[config.mk]
export PLATFORM = sky130hd
export DESIGN_NAME = double_ended_queue_with_search_top
export DESIGN_NICKNAME = d
export VERILOG_FILES = /design/src/rtl/dqs_pkg.sv /design/src/rtl/dqs_cell.sv /design/src/rtl/double_ended_queue_with_search_top.sv
export SDC_FILE = /design/constraint.sdc
export NUM_CORES = 1
export LEC_CHECK = 0
export BUFFER_PORTS_ARGS = -buffer_cell sky130_fd_sc_hd__clkbuf_2
export CORE_ASPECT_RATIO = 0.6
export CORE_MARGIN = 5
export CORE_UTILIZATION = 55
export DETAILED_ROUTE_END_ITERATION = 10
export GPL_TIMING_DRIVEN = 0
export PLACE_DENSITY = 0.7
export SLEW_MARGIN = 30
export SYNTH_ARGS = -nofsm -noshare
export SYNTH_HDL_FRONTEND = slang
export SYNTH_SLANG_ARGS = --single-unit
[constraint.sdc]
create_clock -name clk -period 8 [get_ports clk]
set_input_delay 0 -clock clk [delete_from_list [all_inputs] [get_ports clk]]
set_output_delay 0 -clock clk [all_outputs]
set_load 0.01 [all_outputs]
[src/rtl/dqs_pkg.sv]
package dqs_pkg;

    localparam int OP_W    = 3;
    localparam int VALUE_W = 32;
    localparam int STAT_W  = 2;
    localparam int CNT_W   = 5;

    // Operation codes
    localparam logic [OP_W-1:0] OP_PUSH_FRONT = 3'd0;
    localparam logic [OP_W-1:0] OP_PUSH_BACK  = 3'd1;
    localparam logic [OP_W-1:0] OP_POP_FRONT  = 3'd2;
    localparam logic [OP_W-1:0] OP_POP_BACK   = 3'd3;
    localparam logic [OP_W-1:0] OP_SEARCH     = 3'd4;

    // Status codes
    localparam logic [STAT_W-1:0] ST_DONE  = 2'd0;
    localparam logic [STAT_W-1:0] ST_EMPTY = 2'd1;
    localparam logic [STAT_W-1:0] ST_FULL  = 2'd2;

    typedef struct packed {
        logic [OP_W-1:0]           operation;
        logic signed [VALUE_W-1:0] item_value;
    } req_item_t;

    typedef struct packed {
        logic              found;
        logic [STAT_W-1:0] status;
        logic [CNT_W-1:0]  entry_count;
    } rsp_item_t;

    // Command broadcast to every cell of the chain
    typedef struct packed {
        logic                      shift_r;
        logic                      shift_l;
        logic                      capture;
        logic signed [VALUE_W-1:0] value;
    } cell_ctrl_t;

endpackage

[src/rtl/dqs_cell.sv]
module dqs_cell (
    input  logic                               clk,
    input  dqs_pkg::cell_ctrl_t                ctrl,
    input  logic                               load,
    input  logic signed [dqs_pkg::VALUE_W-1:0] left_data,
    input  logic signed [dqs_pkg::VALUE_W-1:0] right_data,
    output logic signed [dqs_pkg::VALUE_W-1:0] data,
    output logic                               match
);
    import dqs_pkg::*;

    logic signed [VALUE_W-1:0] data_reg;
    logic signed [VALUE_W-1:0] data_next;
    logic                      match_reg;
    logic                      match_next;

    // Take the neighbor's entry on a shift, the new value on a load
    always_comb
    begin
        data_next = data_reg;
        if (ctrl.shift_r)
        begin
            data_next = left_data;
        end
        else if (ctrl.shift_l)
        begin
            data_next = right_data;
        end
        else if (load)
        begin
            data_next = ctrl.value;
        end
    end

    // Compare the held entry against the search key
    always_comb
    begin
        match_next = match_reg;
        if (ctrl.capture)
        begin
            match_next = (data_reg == ctrl.value);
        end
    end

    always_ff @(posedge clk)
    begin
        data_reg  <= data_next;
        match_reg <= match_next;
    end

    assign data  = data_reg;
    assign match = match_reg;

endmodule

[src/rtl/double_ended_queue_with_search_top.sv]
// Bounded double-ended queue of signed 32-bit values with membership search.
// Request channel (req_valid, req_stall, req) carries one operation per item:
// push front, push back, pop front, pop back or search. Response channel
// (rsp_valid, rsp_stall, rsp) returns one item per request with a found flag,
// a status (done, pop on empty, push on full) and the count after the operation.
// Entries live in a chain of DEPTH cells kept in order, front at cell 0: a push
// at the front shifts the chain one cell back, a pop at the front shifts it one
// cell forward, a push at the back writes the cell at the current count.
// Every cell compares its entry to the key in the same cycle for a search.
// A taken request updates the cells and moves to the EVAL state; from EVAL the
// response register is loaded once it is free, so the response is registered.
// No new request is taken while an item is in EVAL; the cell update and compare
// are registered, then the match bits are reduced into the response register.
// Reset empties the queue and clears the response valid; cell contents are
// not reset. While rsp_stall is high the finished response holds and the next
// item waits in the chain until the response register frees.
module double_ended_queue_with_search_top #(
    parameter int DEPTH = 16
) (
    input  logic               clk,
    input  logic               rst_n,
    input  logic               req_valid,
    output logic               req_stall,
    input  dqs_pkg::req_item_t req,
    output logic               rsp_valid,
    input  logic               rsp_stall,
    output dqs_pkg::rsp_item_t rsp
);
    import dqs_pkg::*;

    localparam int CW = $clog2(DEPTH + 1);
    localparam logic ST_IDLE = 1'b0;
    localparam logic ST_EVAL = 1'b1;

    logic                      state_reg;
    logic                      state_next;
    logic [CW-1:0]             count_reg;
    logic [CW-1:0]             count_next;
    logic                      srch_reg;
    logic                      srch_next;
    logic [STAT_W-1:0]         stat_reg;
    logic [STAT_W-1:0]         stat_next;
    logic                      rsp_valid_reg;
    logic                      rsp_valid_next;
    rsp_item_t                 rsp_reg;
    rsp_item_t                 rsp_next;

    logic                      accept;
    logic                      full;
    logic                      empty;
    logic                      do_push_b;
    logic                      out_free;
    logic                      any_hit;
    logic [CW+CNT_W-1:0]       count_ext;
    cell_ctrl_t                ctrl;
    logic [DEPTH-1:0]          load;
    logic [DEPTH-1:0]          match;
    logic [DEPTH-1:0]          valid_mask;
    logic signed [VALUE_W-1:0] cell_data [DEPTH];

    assign accept    = req_valid && !req_stall;
    assign req_stall = (state_reg == ST_EVAL);
    assign full      = (count_reg == CW'(DEPTH));
    assign empty     = (count_reg == '0);
    assign out_free  = !rsp_valid_reg || !rsp_stall;

    // Decode the operation into cell commands, count and status
    always_comb
    begin
        ctrl.shift_r = 1'b0;
        ctrl.shift_l = 1'b0;
        ctrl.capture = 1'b0;
        ctrl.value   = req.item_value;
        do_push_b    = 1'b0;
        count_next   = count_reg;
        srch_next    = srch_reg;
        stat_next    = stat_reg;
        if (accept)
        begin
            srch_next = 1'b0;
            stat_next = ST_DONE;
            unique case (req.operation)
                OP_PUSH_FRONT:
                begin
                    if (full)
                    begin
                        stat_next = ST_FULL;
                    end
                    else
                    begin
                        ctrl.shift_r = 1'b1;
                        count_next   = count_reg + 1'b1;
                    end
                end
                OP_PUSH_BACK:
                begin
                    if (full)
                    begin
                        stat_next = ST_FULL;
                    end
                    else
                    begin
                        do_push_b  = 1'b1;
                        count_next = count_reg + 1'b1;
                    end
                end
                OP_POP_FRONT:
                begin
                    if (empty)
                    begin
                        stat_next = ST_EMPTY;
                    end
                    else
                    begin
                        ctrl.shift_l = 1'b1;
                        count_next   = count_reg - 1'b1;
                    end
                end
                OP_POP_BACK:
                begin
                    if (empty)
                    begin
                        stat_next = ST_EMPTY;
                    end
                    else
                    begin
                        count_next = count_reg - 1'b1;
                    end
                end
                OP_SEARCH:
                begin
                    ctrl.capture = 1'b1;
                    srch_next    = 1'b1;
                end
                default:
                begin
                    stat_next = ST_DONE;
                end
            endcase
        end
    end

    // Build the chain of cells
    for (genvar i = 0; i < DEPTH; i++)
    begin : g_cell
        logic signed [VALUE_W-1:0] left_w;
        logic signed [VALUE_W-1:0] right_w;

        if (i == 0)
        begin : g_head
            assign left_w = req.item_value;
        end
        else
        begin : g_body
            assign left_w = cell_data[i-1];
        end

        if (i == DEPTH - 1)
        begin : g_tail
            assign right_w = cell_data[i];
        end
        else
        begin : g_inner
            assign right_w = cell_data[i+1];
        end

        assign load[i]       = do_push_b && (count_reg == CW'(i));
        assign valid_mask[i] = (CW'(i) < count_reg);

        dqs_cell u_cell (
            .clk        (clk),
            .ctrl       (ctrl),
            .load       (load[i]),
            .left_data  (left_w),
            .right_data (right_w),
            .data       (cell_data[i]),
            .match      (match[i])
        );
    end

    // Reduce the match bits of valid cells into the response
    assign any_hit   = |(match & valid_mask);
    assign count_ext = {{CNT_W{1'b0}}, count_reg};

    always_comb
    begin
        state_next     = state_reg;
        rsp_valid_next = rsp_valid_reg;
        rsp_next       = rsp_reg;
        if (rsp_valid_reg && !rsp_stall)
        begin
            rsp_valid_next = 1'b0;
        end
        unique case (state_reg)
            ST_IDLE:
            begin
                if (accept)
                begin
                    state_next = ST_EVAL;
                end
            end
            ST_EVAL:
            begin
                if (out_free)
                begin
                    rsp_next.found       = srch_reg && any_hit;
                    rsp_next.status      = stat_reg;
                    rsp_next.entry_count = count_ext[CNT_W-1:0];
                    rsp_valid_next       = 1'b1;
                    state_next           = ST_IDLE;
                end
            end
            default:
            begin
                state_next = ST_IDLE;
            end
        endcase
    end

    always_ff @(posedge clk or negedge rst_n)
    begin
        if (!rst_n)
        begin
            state_reg     <= ST_IDLE;
            count_reg     <= '0;
            rsp_valid_reg <= 1'b0;
        end
        else
        begin
            state_reg     <= state_next;
            count_reg     <= count_next;
            rsp_valid_reg <= rsp_valid_next;
        end
    end

    always_ff @(posedge clk)
    begin
        srch_reg <= srch_next;
        stat_reg <= stat_next;
        rsp_reg  <= rsp_next;
    end

    assign rsp_valid = rsp_valid_reg;
    assign rsp       = rsp_reg;

`ifndef SYNTHESIS
    a_count_bound: assert property (@(posedge clk) disable iff (!rst_n)
        count_reg <= CW'(DEPTH))
        else $error("entry count above depth");

    a_rsp_from_eval: assert property (@(posedge clk) disable iff (!rst_n)
        $rose(rsp_valid_reg) |-> $past(state_reg) == ST_EVAL)
        else $error("response without a pending item");

    a_full_no_change: assert property (@(posedge clk) disable iff (!rst_n)
        accept && full && (req.operation == OP_PUSH_FRONT || req.operation == OP_PUSH_BACK)
        |=> $stable(count_reg))
        else $error("push on full changed the count");

    a_one_load: assert property (@(posedge clk) disable iff (!rst_n)
        $onehot0(load) && !(ctrl.shift_r && ctrl.shift_l))
        else $error("conflicting cell commands");
`endif

endmodule

# Word-level counts from Yosys, hierarchy flattened
# Cells that the tools add are included.
# op_classes
n_addsub	2
magnitude_cmp	16
eq_ne	39
muxes	68
bitwise	2
n_reduce_logical	48
# ops
op	count
$mux 32	48
$eq 32x32->1	16
$reduce_bool 3->1	15
$eq 5x4->1 const B	8
$lt 4x5->1 const A	8
$eq 5x3->1 const B	4
$lt 3x5->1 const A	4
$logic_and 1x1->1	19
$and 16x16->16	1
$reduce_or 16->1	1
$mux 1	13
$eq 5x2->1 const B	2
$lt 1x5->1 const A	2
$lt 2x5->1 const A	2
$mux 5	2
$pmux 5 s2	1
$eq 3x2->1 const B	2
$add 5x1->5 const B	1
$eq 5x1->1 const B	1
$eq 5x5->1 const B	1
$logic_not 5->1	1
$sub 5x1->5 const B	1
$ne 2x2->1 const B	2
$pmux 2 s2	1
14 further kinds	19
# totals
ff_bits	546
input_bits	39
elab_cells	215

# Logic depth before layout (Yosys ltp)
# Gate-level depths: netlist of run 1.
# logic_depth
word_depth	8
depth_mapped	11
depth_no_buf	6

# Modules after synthesis
# Synthesis of run 1 repeated with hierarchy kept, for this count alone.
# hier_totals
cells_unflattened	3071
area_unflattened_um2	33423.3
# modules_own_cells
mod	instances	cells_per_inst	area_per_inst_um2	seq_area_each_um2
dqs_cell	16	184	2014.4	991.0
double_ended_queue_with_search_top	1	127	1192.4	505.5

# Least setup slack after synthesis of run 1
# Ideal clock, no wire load.
# synth_path
path_type	register to register
from	reg count_reg[0]
to	reg g_cell[9].u_cell.data_reg[0], enable pin
setup_ns	0.511
arrival_ns	4.660
setup_slack_ns	2.830
path_stages_with_launch	7
path_buffers	1
cell_sequence	dfrtp_1 clkbuf_1 inv_1 ha_1 nand4bb_1 nand3_1 o41ai_1
# synth_via
elab_chain_cells	6
word_cells_on_any_way	12
# synth_rtl
item	line	source
start: declaration	double_ended_queue_with_search_top.sv:37	logic [CW-1:0] count_reg;
start signal: assignment	double_ended_queue_with_search_top.sv:231	count_reg <= count_next;
$eq 5x5->1	double_ended_queue_with_search_top.sv:63	assign full = (count_reg == CW'(DEPTH));
$mux 1	double_ended_queue_with_search_top.sv:85, double_ended_queue_with_search_top.sv:97	
$mux 1	double_ended_queue_with_search_top.sv:82	unique case (req.operation)
$mux 1	double_ended_queue_with_search_top.sv:78	if (accept)
$logic_and 1x1->1	double_ended_queue_with_search_top.sv:167	assign load[i] = do_push_b && (count_reg == CW'(i));
$reduce_bool 3->1 (no source line) *	-	
end signal: assignment	dqs_cell.sv:47	data_reg <= data_next;
end: declaration	dqs_cell.sv:12	logic signed [VALUE_W-1:0] data_reg;
# Every way passes the cells marked *; elsewhere a longest branch is shown, timed or not.
# A chain may end at the register's enable or synchronous reset.

# Worst setup path in the final report of run 1
# layout_path
from	reg count_reg[1]
to	reg g_cell[9].u_cell.data_reg[20], enable pin
# The elaborated chain is that of the path after synthesis.

==> flow_results.org, run 1 <==
** Status
- Outcome :: complete, no violations

** Synth
- Summing every instance area after synthesis gives 0.0293 mm^2.
- Main combinational cell family by area after synthesis :: compound AO/OA/AOI/OAI gates
- Counting every net in the synthesized netlist gives 2307.
- In this run, distinct cell masters in the synthesized netlist total 48.
- The cell count after synthesis came out at ~2300.
- Sequential fraction of the synthesis area :: 55.9%
- Area share of fa/ha/maj cells after synthesis :: 0.214%
- Of the post-synthesis cell area, the dominant cell type holds 55.3%.
- For this run, the number of Yosys warnings is 0.
- Simple-Gate Fraction of Synth Area :: 7.72%
- In this run, synthesis produced a sequential element count of 546.
- Post-synth EDFFs :: 539
- Summing the areas of all xor and xnor instances in the mapped netlist gives 15.5% of the synthesized area.
- Cell taking the most area after synthesis :: edfxtp_1
- Fraction of synthesized area in multiplexers :: 0%
- For this run, asynchronously set or reset flops after synthesis account for approximately 1.3%.
- Mapped Avg Cell Area :: 12.9 um^2
- Dominant register cell in the synthesized netlist :: edfxtp_1
- The synthesized netlist devotes 16.3% of its cell area to compound gates.
- Cell types occupying the most area after synthesis :: edfxtp_1, xor2_1, a221o_1

** STA
- The worst pin sits at a relative slew slack of 21.5%.
- Period utilisation layout :: 69.0%
- RSZ-0062 raised after global routing :: no
- Upper clock frequency limit :: between 0.15 and 0.2 GHz
- Setup violations remaining at the end of the flow were counted as 0.
- Final Hold Fails :: 0
- Worst Skew :: 27.2 ps
- The worst path in the final design needs a cycle of around 5500 ps, including I/O delays and setup.
- After layout, the worst setup slack is approximately 2500 ps.
- Adding up every negative setup slack in the final design gives 0 ps.
- The max-slew violation count came to 0.
- Slew of the pin with the lowest slew margin :: about 1200 ps

** Layout
- Relative to the synthesized area, the layout overhead comes to 10.0%.
- Max reg flops :: 512
- Layout cell share with drive strength beyond 1 :: about a tenth
- The library cell used most frequently in the layout, excluding fill and tap cells, is edfxtp_1.
- Cells fill between 60% and 70% of the core in the end.
- Top library cells by usage in the layout, fill and taps aside :: edfxtp_1, xor2_1, a221o_1
- Fillers :: 4164
- In the final layout, the multi-input gates occupy 0.0117 mm^2.
- At the end of the flow, the number of nets in the layout was approximately 2400.
- Summing all flip-flop and latch instances after layout gives 0.0164 mm^2.
- Once layout is complete, the cells apart from fillers number a little over 3000.

** Clocking
- Counting along the longest clock path gives a buffer depth of 3.
- Clock latency on the worst-skew pair, taken at its later pin, is 630 ps.
- Root buffer cell :: clkbuf_16
- TritonCTS built the clock tree.
- The tree built by TritonCTS fans out to roughly 550 sinks.
- Once the clock tree was built, the setup fixing pass inserted 0 buffers.
- Clock slew seen by the registers of the worst setup and hold paths :: around 60 ps
- In this run the number of H-tree levels came out at 2.
- Number of CTS-inserted buffers :: 52

** Placed design
- Gp weighted congestion :: roughly 1.1
- Setup slack at placement :: 2810 ps
- Count of buffers from port buffering :: 16
- Summed over all nets, the half-perimeter wirelength after detailed placement is between 90000 and 100000 um.
- Placed cell count :: 2994

** Setup path
- In this run the register-to-register setup slack is 2480 ps.
- Critical Path Max Stage Delay :: 570 ps
- Type of the worst setup path :: flip-flop to flip-flop
- CP most frequent cell :: buf_2
- At the worst endpoint, the arrival time is 5850 ps.
- The worst setup path is captured at a flip-flop.
- CP Data Required Time :: 8330 ps
- The worst setup path is launched from a flip-flop.
- Critical path fanouts, max :: 10
- The slowest stage of the critical path is the clkbuf_2 cell.
- Critical path cell sequence :: clkbuf_1, inv_1, ha_1, nand4bb_1, and3_1, clkbuf_1, buf_2, clkbuf_2, nor2_1, o41ai_2, buf_2, buf_2, buf_2, buf_2, buf_2, buf_2

** Global route
- The first global-routing pass estimated 171000 um of wire.
- Number of antenna violations at the first check in global routing :: 2
- Pin count of the biggest net entering global routing :: 33
- Sum of overflow across all layers after global routing :: 0
- Via count of the first global-routing pass :: 21900
- Global routing usage summed across all routing layers :: ~41%

** Floorplan
- Once the floorplan was initialized, standard cells occupied 55.6% of the core.
- Measured along the y axis, the die boundary spans 189 um.
- Placeable core area :: between 0.05 and 0.06 mm^2
- Top-level I/O count :: 49
- In this run the horizontal extent of the chip is 308 um.
- Row count :: 65
- Total die area :: 0.0581 mm^2

** Power
- Across the VDD grid, the largest voltage drop is 0.195 mV.
- Total power density per cell area :: 226 mW/mm^2
- Static leakage :: approximately 11 nW

** Job
- The tool flagged a number of max-cap violations equal to 0.

** Hold path
- The tightest min-delay check is of the primary input to flip-flop type.

** Routing
- In the routed design, unresolved DRC markers number 0.
- Number of routed nets with antenna violations :: 0
- For this block, the initial DRC count from the detailed router was 4786.
- Drt wl/cell :: 40.1 um
- In the routed layout, each cell is associated on average with a via count of 7.66.
- Length of the first detailed-routing pass in iterations :: 6
- Wire length reported by the detailed router :: ~120000 um
- Detailed routing inserted a total of 23800 vias.
worst max-delay path: cells and delay by family, from the launching register on:
family	cells	cell delay [ps]
adder cells (fa/ha/maj)	1	340
buffers and inverters	11	3560
flip-flops	1	470
AND/OR/NAND/NOR	3	690
AO/OA/AOI/OAI	1	150
kinds of logic after synthesis:
logic type | after synthesis
compound gates | 489
flops | 546
simple gates | 445
buf+inv | 260
fa+ha+maj | 5
xor+xnor | 518
power by group:
part	switching, mW	internal [mW]
Clock	1.17	1.35
Sequential	0.158	3.36
Combinational	0.847	0.396
cell type report:
class | instances | share of cell area [%]
multi-input cells | 1457 | 36.4
clock buffers | 66 | 4.27
well taps | 703 | 2.73
repair buffers | 37 | 1.02
flip-flops and latches | 546 | 50.8
plain buffers | 257 | 3.95
clock inverters | 31 | 0.792
inverters | 3 | 0.0350
diodes | 6 | 0.0466
per-stage QoR:
step | area (um^2) | hold WS (ps) | power (mW)
final | 32200 | 181 | 7.28
after global routing | 32200 | 213 | 7.39
after CTS | 32200 | 180 | 7.15
after detailed placement | 30500 | -147 | 4.71
after global placement | 30200 | -152 | 4.67
after floorplan | 29300 | -296 | 4.22
routing by layer:
metal / global-route usage [%] / share of wire (%) / routed length (um)
met1: 59.8 / 39 / 48900
met2: 50.2 / 36 / 45200
met3: 30.9 / 23 / 28200
met4: 4.83 / 1.4 / 1790
met5: 4.40 / 0.34 / 427
path summary, 6_finish.rpt:
check                             start                         to  cells past startpoint
max in group asynchronous         rst_n                  rsp_valid                      3
min                           rsp_stall                  rsp_valid                      3
max                        count_reg[1]  g_cell[9].u_cell.data[20]                     16
max reg2reg                count_reg[1]  g_cell[9].u_cell.data[20]                     16
min reg2reg                 stat_reg[0]                     rsp[5]                      0
min in group asynchronous         rst_n               count_reg[4]                      3
cells in the mapped netlist (2+ instances only):
cell type and count:
buf_4 4, buf_1 34, buf_6 22, a31o_2 3, inv_1 3, a21o_1 14, o32ai_1 2, nor4_1 131
ha_1 5, edfxtp_1 539, nor3_1 4, nand2b_1 2, nand3_1 4, dfrtp_1 7, nor2b_1 2, nor3b_1 2
xor2_1 515, nand4_1 33, clkbuf_1 100, xnor2_1 3, a221o_1 448, o21ai_0 6, nor2_1 21, and3_1 35
a21oi_1 6, nand2_1 198, buf_2 97, and2_1 2, a21boi_0 2
timing repair:
| item | 4_1_cts | 5_1_grt |
|---|---|---|
| endpoints found under the hold margin | 24 | 0 |
| gates resized for setup | 0 | 0 |
| hold buffers | 9 | 0 |
No activity file was read; power rests on OpenSTA's default activity.
==> run 2: changes to the inputs <==
Settings changed: ABC_AREA set to 1, PLACE_DENSITY 0.7 to 0.73.
Clock period 8 ns to 4.7 ns, I/O delays scaled along.
==> flow_results.org, run 2 <==
** Synth
- Mapped Avg Cell Area :: 9.28 um^2 (-28%)
- By instance count, the leading cell after synthesis is nand2_1.
- Number of unique standard cell types used by synthesis :: 32 (-33%)
- The number of synthesized register bits is 546 (unchanged).
- The proportion of register bits with asynchronous set or reset after synthesis came to 1.28% (unchanged).
- The proportion of synthesized chip area in sequential cells came to 52.2% (-3.6 points).
- Top cell type's share of synthesized area :: 51.7% (-3.6 points)
- Cell types occupying the most area after synthesis :: edfxtp_1, nand2_1, xnor2_1
- In the synthesized netlist, the cells that appear most often are nand2_1, edfxtp_1, nand3_1, xnor2_1, nor2_1.
- Net count after synthesis :: 3419 (+48%)
- Post-synth EDFFs :: 539 (unchanged)
- Post-Syn Area :: 0.0313 mm^2 (+7.0%)
- Synth warn :: 0 (unchanged)
- The cell count after synthesis was 3375 (+49%).
- Dominant register cell in the synthesized netlist :: edfxtp_1
- The synthesized design spends more area on one cell type than any other, namely edfxtp_1.

** Power
- The internal power is 8.97 mW (+76%).
- The power density normalized to cell area was 364 mW/mm^2 (+61%).
- Share of total power in sequential cells :: 47.2% (-1.1 points)
- The share of total power consumed by net switching is 29.9% (+0.036 points).
- The leakage power summed over all cells was 12.2 nW (+6.4%).
- Net switching power of the design :: 3.84 mW (+76%)
- Worst vdd rail ir drop :: 0.354 mV (+82%)
- The clock network fraction of design power was 35.4% (+0.8 points).
- The power share of the combinational group is 17.5% (+0.4 points).
- Overall Power :: 12.8 mW (+76%)

** STA
- The transition at the pin with the smallest max-transition slack was 1130 ps (-37.9 ps).
- RSZ-0062 raised after global routing :: no
- Final-layout worst hold slack :: 92.1 ps (-88.7 ps)
- The minimum period implied by the final worst setup slack came to 4080 ps (-1440 ps).
- Slew headroom :: 24.8% (+3.2 points)
- The part of the cycle the worst path needs is 86.8% (+18 points).
- The final total negative setup slack is 0 ps (unchanged).
- The final setup slack of the worst path was 619 ps (-1860 ps).
- The number of hold violations in the final report came to 0 (unchanged).
- Worst Skew :: 14.5 ps (-12.7 ps)
- The final setup violation count was 0 (unchanged).
- The maximum operating frequency was 0.245 GHz (+35%).
- Count of final max-slew check failures :: 0 (unchanged)

** Floorplan
- The width of the die was 318 um (+3.3%).
- Top-level I/O count :: 49 (unchanged)
- Effective utilization at floorplan :: 55.9% (+0.21 points)
- Placeable core area :: 0.0561 mm^2 (+6.6%)
- The die area came to 0.0620 mm^2 (+6.7%).
- The total number of placement rows is 67 (+3.1%).
- Chip height :: 195 um (+3.2%)

** Global route
- The total congestion overflow after global routing came to 0 (unchanged).
- The first-pass GRT wire length came to 170000 um (-0.63%).
- The overall track demand over capacity in global routing is 37.5% (-4.0 points).
- The largest net degree at the start of global routing is 33 (unchanged).
- The initial antenna violation count is 2 (unchanged).
- Via count of the first global-routing pass :: 24500 (+12%)

** Routing
- DRC violation total after the first TritonRoute iteration :: 5156 (+7.7%)
- Total number of vias :: 27100 (+14%)
- Length of the first detailed-routing pass in iterations :: 6 (unchanged)
- The ratio of routed vias to standard cells was 6.30 (-18%).
- Wire length reported by the detailed router :: 120000 um (-3.4%)
- The total DRC errors in the routed layout came to 0 (unchanged).
- Drt wl/cell :: 28.0 um (-30%)
- Number of routed nets with antenna violations :: 0 (unchanged)

** Layout
- The area used by multi-input combinational logic was 0.0138 mm^2 (+17%).
- Fillers :: 4632 (+11%)
- Commonest non-fill, non-tap cell in the layout :: nand2_1
- The flip-flop count of the largest register after layout came to 512 (unchanged).
- Sequential cell area in the final layout :: 0.0164 mm^2 (unchanged)
- Layout net count :: 3541 (+48%)
- The area growth from synthesis to layout is 12.5%.
- The utilization after layout came to 62.8% (+1.6 points).
- Layout cell share with drive strength beyond 1 :: 13.5% (+3.0 points)
- Leaving out fill and tap cells, the most frequent cells in the layout are nand2_1, edfxtp_1, nand3_1.

** Hold path
- Hold_sp :: req[32]
- The number of cells on the worst hold path was 5 (+2).
- For hold timing, the worst endpoint is g_cell[0].u_cell.data[6].
- Worst Hold Class :: primary input to flip-flop

** Placed design
- The total half-perimeter wirelength after legalization and detailed placement was 88600 um (-8.4%).
- Gp weighted congestion :: 1.06 (-5.0%)
- Setup slack at placement :: 851 ps (-1960 ps)
- The number of buffer cells added on primary ports is 20 (+4).

** Job
- Max Cap Violations :: 0 (unchanged)

** Clocking
- Post-CTS setup buffer count :: 0 (unchanged)
- Number of CTS-inserted buffers :: 54 (+3.8%)
- Total number of clock tree sinks :: 546 (unchanged)
- Clk Latency, worst-skew pair :: 630 ps (about the same)
- Total of cells resized after clock tree synthesis :: 0 (unchanged)
- Hold_buf cts :: 11 (+2)
- The count of H-tree levels built during CTS came to 2 (unchanged).
- Clock tree synthesis selected as its root buffer the cell clkbuf_16.
- The clock tree buffer depth came to 3 (unchanged).
- Clock slew seen by the registers of the worst setup and hold paths :: 60 ps (about the same)
- TritonCTS built the clock tree.

** Setup path
- Critical Path Max Stage Delay :: 590 ps (+20 ps)
- The maximum fanout along the worst path came to 14 (+4).
- The depth of the worst register-to-register path was 15 (-1).
- Setup slack of the worst register-to-register path :: 620 ps (-1860 ps)
- The worst register-to-register path ends at g_cell[8].u_cell.data[27].
- Worst EP arrival :: 4410 ps (-1440 ps)
- The required time of the worst setup path came to 5020 ps (-3310 ps).
- Critical path cell sequence :: clkinv_1, ha_1, inv_1, nor2_2, nand2_2, nand2_2, inv_2, nor2_2, buf_6, buf_6, buf_2, o21ai_4, buf_8, buf_8, buf_16
- Critical path capture point type :: flip-flop
- By startpoint and endpoint, the worst setup path is classified as flip-flop to flip-flop.
- Slowest library cell on the worst path :: dfrtp_1
- STA classifies the critical path startpoint as a flip-flop.
- Startpoint of the worst-slack reg-to-reg timing path :: count_reg[0]

** Status
- Outcome :: complete, no violations
## run 2: layer usage
layer,routed length (um),track usage [%],vias up
met5,0,0,-
li1,-,-,11600
met3,25600,21.6,249
met1,48400,56.2,12800
met4,3320,8.90,0
met2,43100,45.8,2492
## run 2: power groups by stage
stage	Clock (mW)	Sequential (mW)	Combinational (mW)
floorplan	0	6.07	1.28
global placement	0	6.18	1.88
detailed placement	0	6.12	2.11
CTS	4.48	6.02	2.13
global route	4.70	6.06	2.34
finish	4.53	6.04	2.24
## run 2: layout make-up
cell class / instances / area share (%)
sequential: 546 / 46.4
multi-input combinational: 2540 / 39.1
clock buffer: 76 / 4.36
buffer: 216 / 3.17
timing repair buffer: 66 / 2.86
tap: 759 / 2.70
inverter: 73 / 0.778
clock inverter: 25 / 0.607
antenna: 3 / 0.0213
## run 2: worst max-delay path, delay by kind of cell (launching register included)
kind | cells | cell delay, ps
adders and majority gates | 1 | 390
DFF | 1 | 590
buffers and inverters | 9 | 2010
AOI/OAI and AO/OA | 1 | 280
and+or+nand+nor | 4 | 470
## run 2: worst max-delay path by stage
stage	from	to	slack, ps	depth (start not counted)
2_1_floorplan	count_reg[0]	g_cell[9].u_cell.data[0]	350	7
3_3_place_gp	count_reg[0]	g_cell[9].u_cell.data[0]	-3940	7
3_5_place_dp	count_reg[0]	g_cell[8].u_cell.data[28]	850	15
4_1_cts	count_reg[0]	g_cell[8].u_cell.data[27]	830	15
5_1_grt	count_reg[0]	g_cell[8].u_cell.data[29]	560	15
6_report	count_reg[0]	g_cell[8].u_cell.data[27]	620	15
## run 2: logic make-up (layout without fill, tap and decap cells)
group,after synthesis,after routing,synth area share (%)
and+or+nand+nor,1964,1964,28.6
DFF,546,546,52.2
xor gates and xnor gates,451,451,12.6
buffers and inverters,289,456,4.41
AOI/OAI and AO/OA,120,120,1.93
adders and majority gates,5,5,0.200
other,0,3,0
## run 2: metrics by stage
stage               instance area, um^2  cells
floorplan                         31300   3375
global placement                  32400   4154
global route                      35200   4302
finish                            35200   4304
CTS                               35200   4301
detailed placement                33400   4189
